==> src/hw/rtl/pca_cwt_pkg.sv <==
package pca_cwt_pkg;

  // Fixed field widths
  localparam int unsigned MODES_W   = 12;
  localparam int unsigned MASK_W    = 4;
  localparam int unsigned SHIFTS_W  = 20;
  localparam int unsigned CFG_W     = 20;
  localparam int unsigned CFG_IDX_W = 3;
  localparam int unsigned MODE_W    = 3;
  localparam int unsigned SHIFT_W   = 5;
  localparam int unsigned COUNT_W   = 16;
  localparam int unsigned OVF_W     = 8;
  localparam int unsigned STAMP_W   = OVF_W + COUNT_W;
  localparam int unsigned DIFF_W    = 32;
  localparam int unsigned CH_W      = 2;

  localparam logic [COUNT_W-1:0] WIDTH_SAT = 16'hFFFF;

  typedef enum logic [0:0] {
    OP_OVERFLOW = 1'b0,
    OP_EVENT    = 1'b1
  } op_t;

  typedef enum logic [MODE_W-1:0] {
    MODE_UNUSED  = 3'd0,
    MODE_CAPTURE = 3'd1,
    MODE_PWM     = 3'd2,
    MODE_TIMER   = 3'd3,
    MODE_PULSE   = 3'd4
  } mode_t;

  typedef enum logic [1:0] {
    KIND_CAPTURE = 2'd0,
    KIND_PWM     = 2'd1,
    KIND_TIMER   = 2'd2,
    KIND_PULSE   = 2'd3
  } kind_t;

  typedef enum logic [CFG_IDX_W-1:0] {
    REG_MODES    = 3'd0,
    REG_ONE_SHOT = 3'd1,
    REG_SHIFTS   = 3'd2,
    REG_PERIOD_0 = 3'd3,
    REG_PERIOD_1 = 3'd4,
    REG_PERIOD_2 = 3'd5,
    REG_PERIOD_3 = 3'd6
  } reg_idx_t;

  typedef struct packed {
    op_t                op;
    logic [CH_W-1:0]    channel;
    logic [COUNT_W-1:0] captured_count;
  } in_item_t;

  typedef struct packed {
    logic [CH_W-1:0]    out_channel;
    kind_t              event_kind;
    logic [COUNT_W-1:0] width;
    logic [COUNT_W-1:0] next_compare;
    logic               notify;
  } out_item_t;

endpackage

==> src/hw/rtl/pca_capture_width_and_timer_engine.sv <==
// Capture / compare event engine for a programmable counter array.
//
// Input channel (in_valid / in_ready / in_item): one event per item. An
// overflow item bumps every channel's 8-bit overflow count and gives no
// result. A channel event gives at most one result item, chosen by the
// channel's mode: capture width, pwm notice, timer or pulse compare reload.
// Output channel (out_valid / out_ready / out_item) carries those results.
//
// Results are registered: output register, or skid register on a stall.
// Throughput: one item per cycle while in_ready is high; state is read and
// updated in the cycle of acceptance, so each event sees the effect of the
// one before it. Path: one 25-bit subtract, 32-bit right shifter, 16-bit add.
//
// Stall: results sit in an output register backed by a one-entry skid
// register, so input is still taken while a result waits. in_ready drops
// only once the skid register is also holding an item.
//
// Reset (rst, synchronous) clears registers, counts, timestamps, compare
// values, disable bits; both output slots empty. No clearing pass. The user
// writes configuration (cfg_write/cfg_index/cfg_data) while idle; unchecked.
module pca_capture_width_and_timer_engine #(
  parameter int unsigned NUM_CHANNELS = 4
) (
  input  logic                                clk,
  input  logic                                rst,
  input  logic                                cfg_write,
  input  logic [pca_cwt_pkg::CFG_IDX_W-1:0]   cfg_index,
  input  logic [pca_cwt_pkg::CFG_W-1:0]       cfg_data,
  input  logic                                in_valid,
  output logic                                in_ready,
  input  pca_cwt_pkg::in_item_t               in_item,
  output logic                                out_valid,
  input  logic                                out_ready,
  output pca_cwt_pkg::out_item_t              out_item
);
  import pca_cwt_pkg::*;

  // Configuration registers
  logic [MODES_W-1:0]  channel_modes;
  logic [MASK_W-1:0]   one_shot_mask;
  logic [SHIFTS_W-1:0] capture_shifts;
  logic [COUNT_W-1:0]  period [NUM_CHANNELS];

  // Per-channel state
  logic [OVF_W-1:0]        ovf_count     [NUM_CHANNELS];
  logic [STAMP_W-1:0]      last_stamp    [NUM_CHANNELS];
  logic [COUNT_W-1:0]      compare_value [NUM_CHANNELS];
  logic [NUM_CHANNELS-1:0] channel_disabled;

  // Output register plus skid slot
  logic      skid_valid;
  out_item_t skid_item;

  // Selected channel state
  logic               ch_hit;
  mode_t              sel_mode;
  logic [OVF_W-1:0]   sel_ovf;
  logic [STAMP_W-1:0] sel_last;
  logic [COUNT_W-1:0] sel_cmp;
  logic [COUNT_W-1:0] sel_period;
  logic [SHIFT_W-1:0] sel_shift;
  logic               sel_one_shot;
  logic               sel_dis;

  logic [STAMP_W-1:0] stamp;
  logic [STAMP_W:0]   diff_raw;
  logic [DIFF_W-1:0]  diff_ext;
  logic [DIFF_W-1:0]  diff_shifted;
  logic [COUNT_W-1:0] width_val;
  logic [COUNT_W-1:0] cmp_sum;

  logic      accept;
  logic      has_result;
  logic      push;
  logic      pop;
  out_item_t res;

  assign accept   = in_valid && in_ready;
  assign in_ready = !skid_valid;
  assign pop      = out_valid && out_ready;
  assign push     = accept && has_result;

  // Pick the event channel's state; lanes beyond NUM_CHANNELS never hit.
  always_comb begin
    ch_hit       = 1'b0;
    sel_mode     = MODE_UNUSED;
    sel_ovf      = '0;
    sel_last     = '0;
    sel_cmp      = '0;
    sel_period   = '0;
    sel_shift    = '0;
    sel_one_shot = 1'b0;
    sel_dis      = 1'b0;
    for (int c = 0; c < NUM_CHANNELS; c++) begin
      if (in_item.channel == CH_W'(c)) begin
        ch_hit       = 1'b1;
        sel_mode     = mode_t'(channel_modes[MODE_W*c +: MODE_W]);
        sel_ovf      = ovf_count[c];
        sel_last     = last_stamp[c];
        sel_cmp      = compare_value[c];
        sel_period   = period[c];
        sel_shift    = capture_shifts[SHIFT_W*c +: SHIFT_W];
        sel_one_shot = one_shot_mask[c];
        sel_dis      = channel_disabled[c];
      end
    end
  end

  // Width: difference is taken modulo 2^32, so a borrow fills the top byte.
  always_comb begin
    stamp        = {sel_ovf, in_item.captured_count};
    diff_raw     = {1'b0, stamp} - {1'b0, sel_last};
    diff_ext     = {{(DIFF_W-STAMP_W){diff_raw[STAMP_W]}}, diff_raw[STAMP_W-1:0]};
    diff_shifted = diff_ext >> sel_shift;
    width_val    = (|diff_shifted[STAMP_W-1:COUNT_W]) ? WIDTH_SAT
                                                      : diff_shifted[COUNT_W-1:0];
    cmp_sum      = sel_cmp + sel_period;
  end

  always_comb begin
    res             = '0;
    res.out_channel = in_item.channel;
    has_result      = 1'b0;
    unique case (sel_mode)
      MODE_CAPTURE: begin
        has_result     = 1'b1;
        res.event_kind = KIND_CAPTURE;
        res.width      = width_val;
        res.notify     = 1'b1;
      end
      MODE_PWM: begin
        has_result     = 1'b1;
        res.event_kind = KIND_PWM;
        res.notify     = 1'b1;
      end
      MODE_TIMER: begin
        has_result       = 1'b1;
        res.event_kind   = KIND_TIMER;
        res.next_compare = cmp_sum;
        res.notify       = 1'b1;
      end
      MODE_PULSE: begin
        has_result       = 1'b1;
        res.event_kind   = KIND_PULSE;
        res.next_compare = cmp_sum;
      end
      default: has_result = 1'b0;
    endcase
    if (in_item.op == OP_OVERFLOW || !ch_hit || sel_dis) begin
      has_result = 1'b0;
    end
  end

  // Configuration and channel state
  always_ff @(posedge clk) begin
    if (rst) begin
      channel_modes    <= '0;
      one_shot_mask    <= '0;
      capture_shifts   <= '0;
      channel_disabled <= '0;
      for (int c = 0; c < NUM_CHANNELS; c++) begin
        period[c]        <= '0;
        ovf_count[c]     <= '0;
        last_stamp[c]    <= '0;
        compare_value[c] <= '0;
      end
    end else if (cfg_write) begin
      if (cfg_index == REG_MODES) begin
        channel_modes    <= cfg_data[MODES_W-1:0];
        channel_disabled <= '0;
        // restart capture on channels whose mode changes
        for (int c = 0; c < NUM_CHANNELS; c++) begin
          if (cfg_data[MODE_W*c +: MODE_W] != channel_modes[MODE_W*c +: MODE_W]) begin
            ovf_count[c]  <= '0;
            last_stamp[c] <= '0;
          end
        end
      end else if (cfg_index == REG_ONE_SHOT) begin
        one_shot_mask <= cfg_data[MASK_W-1:0];
      end else if (cfg_index == REG_SHIFTS) begin
        capture_shifts <= cfg_data[SHIFTS_W-1:0];
      end else begin
        for (int c = 0; c < NUM_CHANNELS; c++) begin
          if (cfg_index == CFG_IDX_W'(int'(REG_PERIOD_0) + c)) begin
            period[c]        <= cfg_data[COUNT_W-1:0];
            compare_value[c] <= cfg_data[COUNT_W-1:0];
          end
        end
      end
    end else if (accept) begin
      if (in_item.op == OP_OVERFLOW) begin
        for (int c = 0; c < NUM_CHANNELS; c++) begin
          ovf_count[c] <= ovf_count[c] + 1'b1;
        end
      end else if (has_result) begin
        for (int c = 0; c < NUM_CHANNELS; c++) begin
          if (in_item.channel == CH_W'(c)) begin
            if (sel_mode == MODE_CAPTURE) begin
              last_stamp[c] <= stamp;
              if (sel_one_shot) begin
                channel_disabled[c] <= 1'b1;
              end
            end else if (sel_mode == MODE_TIMER || sel_mode == MODE_PULSE) begin
              compare_value[c] <= cmp_sum;
            end
          end
        end
      end
    end
  end

  // Output register and skid slot
  always_ff @(posedge clk) begin
    if (rst) begin
      out_valid  <= 1'b0;
      skid_valid <= 1'b0;
    end else if (skid_valid) begin
      if (pop) begin
        out_valid  <= 1'b1;
        skid_valid <= 1'b0;
      end
    end else if (push) begin
      if (!out_valid || pop) begin
        out_valid <= 1'b1;
      end else begin
        skid_valid <= 1'b1;
      end
    end else if (pop) begin
      out_valid <= 1'b0;
    end
  end

  always_ff @(posedge clk) begin
    if (skid_valid) begin
      if (pop) begin
        out_item <= skid_item;
      end
    end else if (push) begin
      if (!out_valid || pop) begin
        out_item <= res;
      end else begin
        skid_item <= res;
      end
    end
  end

  // Checks
  a_skid_behind_out : assert property (@(posedge clk) disable iff (rst)
    skid_valid |-> out_valid)
    else $error("skid slot full while output slot empty");

  a_stall_fills_skid : assert property (@(posedge clk) disable iff (rst)
    (push && out_valid && !out_ready) |=> skid_valid)
    else $error("result lost while output stalled");

  a_overflow_silent : assert property (@(posedge clk) disable iff (rst)
    (accept && in_item.op == OP_OVERFLOW && !out_valid) |=> !out_valid)
    else $error("overflow item produced a result");

  a_one_shot_disables : assert property (@(posedge clk) disable iff (rst)
    (push && sel_mode == MODE_CAPTURE && sel_one_shot) |=> (channel_disabled != '0))
    else $error("one-shot capture left channel enabled");

endmodule
==> config.mk <==
export PLATFORM = sky130hd
export DESIGN_NAME = pca_capture_width_and_timer_engine
export DESIGN_NICKNAME = d
export VERILOG_FILES = /design/src/hw/rtl/pca_cwt_pkg.sv /design/src/hw/rtl/pca_capture_width_and_timer_engine.sv
export SDC_FILE = /design/constraint.sdc
export NUM_CORES = 1
export LEC_CHECK = 0
export ABC_AREA = 1
export BUFFER_PORTS_ARGS = -buffer_cell sky130_fd_sc_hd__buf_2
export CORE_MARGIN = 4
export CORE_UTILIZATION = 35
export CTS_CLUSTER_DIAMETER = 120
export DETAILED_ROUTE_END_ITERATION = 6
export PLACE_DENSITY = 0.56
export SETUP_SLACK_MARGIN = 0.4
export SKIP_CTS_REPAIR_TIMING = 1
export SLEW_MARGIN = 20
export SYNTH_ARGS = -nofsm -noshare
export SYNTH_HDL_FRONTEND = slang
export SYNTH_SLANG_ARGS = --single-unit
==> constraint.sdc <==
create_clock -name clk -period 5.05 [get_ports clk]
set_input_delay 0.2525 -clock clk [delete_from_list [all_inputs] [get_ports clk]]
set_output_delay 0.2525 -clock clk [all_outputs]
set_load 0.02 [all_outputs]
==> run_results.csv <==
group,metric,value,unit
floorplanning,die_area,62480,sq um
detailed_routing,via_per_inst,5.308,
global_route,grt_max_degree,49,
hold_path,min_from,"in_item[1]",
power,leakage,9.768,nW
synthesis,yosys_warnings,0,
cells_and_area,num-fill-cells,5767,
hold_path,worstHoldPathCells,3,
critical_path,cpMostUsedCell,"nand3_1",
floorplanning,die_h,250.0,um
timing,hold_violations,1,
timing,max_clock_freq,0.2562,GHz
cells_and_area,area_growth,13.92,%
timing,timing.hold.ws,-0.006441,ns
cells_and_area,final_nets,2614,
cells_and_area,drive_above_1_share,10.52,%
run,cap_violations,0,
cells_and_area,stdcell_area,23340,sq um
synthesis,synthArstFlopShare,0,%
placement,placed_area,21780,sq um
synthesis,syn_avg_cell_area,8.428,sq um
timing,maxSlewHeadroom,34.91,%
timing,setup_tns,0,ns
floorplanning,ioPinCount,86,
timing,finalSetupViolations,0,
cts,clkSlewWorstSetupHoldPaths,0.05,ns
detailed_routing,drtIter0Drc,1632,
global_route,track_usage,19.87,%
floorplanning,start_util,35.45,%
detailed_routing,drtPass1Iterations,6,
critical_path,cp_cell_sequence,"buf_2, inv_4, nand2_4, inv_4, a22o_1, a221oi_1, ha_1, nand2_1, nor2_1, and2_1, nand4_1, nand3_1, nand2_1, nand3_1, nand3_1, nand3_1, nand3_1, nand2_1, and3_1, and2_4, a21oi_1",
cts,numCtsBuffers,44,
global_route,grt_pass1_vias,17160,
floorplanning,std_cell_rows,88,
synthesis,synth_edf_count,298,
critical_path,r2r-end,"skid_item[21]$_DFFE_PP_",
critical_path,start_kind,"input pin",
synthesis,yosysUniqueCellTypes,63,
cts,cts_root_buf,"clkbuf_16",
critical_path,cp_data_arrival_time,4.18,ns
placement,port_buffers,85,
critical_path,crit_slowest_cell,"a221oi_1",
outcome,violations,"negative hold slack",
placement,dp_hpwl,44130,um
timing,final_max_slew_viol_count,0,
critical_path,path_buf_inv,3,
timing,tightest_slew,0.9681,ns
global_route,antenna_found_initial,3,
critical_path,critPathMaxFanout,17,
floorplanning,die_w,250.0,um
synthesis,synthCells,2431,
cts,clockBufferDepth,3,
synthesis,syn_area,20490,sq um
power,p_per_area,354.6,nW/um^2
detailed_routing,vias,17640,
synthesis,ys_seq_area_share,50.90,%
placement,routabilityCongestion,0.9390,
synthesis,ys_ff_latch,372,
power,finalPower,8.277,mW
power,peakVddDrop,0.2272,mV
outcome,status,"finished with violations",
synthesis,synth_nets,2523,
critical_path,crit_family,"simple AND/OR/NAND/NOR gates",
cts,tritoncts,"built",
hold_path,holdPathEnd,"last_stamp[2][1]$_SDFFE_PP0P_",
critical_path,r2r_slack,1.19,ns
cts,numClockSinks,372,
critical_path,critPathRequiredTime,5.32,ns
synthesis,ys.flop_type,"edfxtp_1",
critical_path,r2r_start,"ovf_count[1][0]$_SDFFCE_PN0P_",
critical_path,critPathCaptureType,"flop",
critical_path,critPathMaxStageDelay,0.41,ns
detailed_routing,wire_per_inst,19.20,um
global_route,grt-ovfl-total,0,
timing,fin_crit_sh,77.30,%
critical_path,reg2reg_depth,18,
detailed_routing,drt-total-wl,63790,um
global_route,grt_pass1_wl,98900,um
critical_path,critical_path_class,"input pin to flop",
hold_path,hold_path_class,"input pin to flop",
timing,finClkSkew,0.05233,ns
timing,rsz0062_at_grt,"false",
cts,insertion_delay,0.59,ns
timing,period_needed,3.904,ns
cts,htree_levels,2,
detailed_routing,ant_nets,0,
floorplanning,coreArea,57810,sq um
detailed_routing,drc,0,
[how the worst max path moves through the flow]
stage	cells past startpoint	startpoint	to	slack, ns
floorplan	30	in_item[17]	out_item[30]$_DFFE_PP_	1.18
global placement	23	in_item[17]	out_item[31]$_DFFE_PP_	0.63
detailed placement	19	in_item[16]	out_item[13]$_DFFE_PP_	0.62
CTS	20	ovf_count[1][0]$_SDFFCE_PN0P_	out_item[20]$_DFFE_PP_	1.21
global route	24	in_item[17]	out_item[20]$_DFFE_PP_	0.80
finish	21	in_item[17]	skid_item[21]$_DFFE_PP_	1.15
[placed cells by master (no fill, tap or decap), drive strengths merged, types with 7 or more instances in the layout]
cell / n
a221oi: 16
o22ai: 93
o211ai: 9
a22o: 18
inv: 262
a21oi: 135
nor2: 260
a21boi: 7
dlygate4sd3: 17
o21ai: 152
xnor2: 14
clkinv: 23
buf: 141
edfxtp: 298
nand3: 204
dfxtp: 74
or2: 8
nor3: 19
xor2: 16
nor4: 12
a31oi: 11
clkbuf: 62
nand2: 587
nand4: 33
ha: 43
[cell families (layout without fill, tap and decap cells)]
family / count (synthesis) / count (layout) / share of synthesized area, %
adders and majority gates: 45 / 45 / 2.821
and+or+nand+nor: 1133 / 1133 / 24.01
muxes: 2 / 2 / 0.09771
buffers and inverters: 385 / 510 / 7.700
DFF: 372 / 372 / 50.90
other: 0 / 2 / 0
AOI/OAI and AO/OA: 464 / 464 / 13.18
xor gates and xnor gates: 30 / 30 / 1.282
[worst min-delay path, cell delays in order]
cell and delay (ns):
buf_2 0.12, nand2_1 0.06, a21oi_1 0.05
[state kept, by name, summed over array words and instances (netlist names)]
register and cells:
ovf_count 32, capture_shifts 20, last_stamp 96, skid_valid 1, period 64, one_shot_mask 4, channel_disabled 4, out_valid 1
out_item 37, channel_modes 12, compare_value 64, skid_item 37
[power breakdown]
group	leakage (nW)	internal (mW)	switching (mW)
Combinational	5.56	0.523	1.19
Sequential	3.56	3.45	0.0517
Clock	0.651	1.76	1.30
Total	9.77	5.73	2.54
[area by class of cell]
type,instances,area (sq um),area share [%]
Tap cell,765,957.2,4.101
Antenna cell,2,5.005,0.02144
Sequential cell,372,10430,44.69
Clock buffer,62,1190,5.098
Inverter,272,1028,4.406
Multi-Input combinational cell,1674,8512,36.47
Clock inverter,18,177.7,0.7612
Timing Repair Buffer,158,1041,4.460
[through the flow]
stage | setup WS (ns) | cells | utilization, %
final | 1.146 | 3323 | 40.38
after global routing | 0.7956 | 3322 | 40.37
after CTS | 1.209 | 3303 | 40.04
after detailed placement | 0.6218 | 3223 | 37.68
after global placement | 0.6327 | 3223 | 37.68
after floorplan | 1.182 | 2431 | -
[per-layer routing]
metal / GRT usage [%] / vias to the layer above / wire length [um]
met3: 4.262 / 114 / 5003
li1: - / 8497 / -
met2: 30.83 / 665 / 28030
met5: 0 / - / 13
met4: 5.976 / 2 / 1735
met1: 28.02 / 8362 / 29000
[cell usage after synthesis (15+ instances only)]
master / instances / share of area, %
nand3_1: 192 / 4.7
a21oi_1: 135 / 3.3
edfxtp_1: 298 / 44
o21ai_1: 18 / 0.44
xor2_1: 16 / 0.68
a221oi_1: 15 / 0.64
nand4_1: 31 / 0.95
inv_1: 237 / 4.3
inv_2: 20 / 0.37
a22o_1: 18 / 0.77
clkbuf_1: 62 / 1.1
ha_1: 43 / 2.6
nor3_1: 18 / 0.44
nand2_1: 579 / 11
o22ai_1: 92 / 2.8
nor2_1: 252 / 4.6
buf_2: 22 / 0.54
dfxtp_1: 74 / 7.2
o21ai_0: 133 / 3.2
Power figures use the tool's default switching activity.
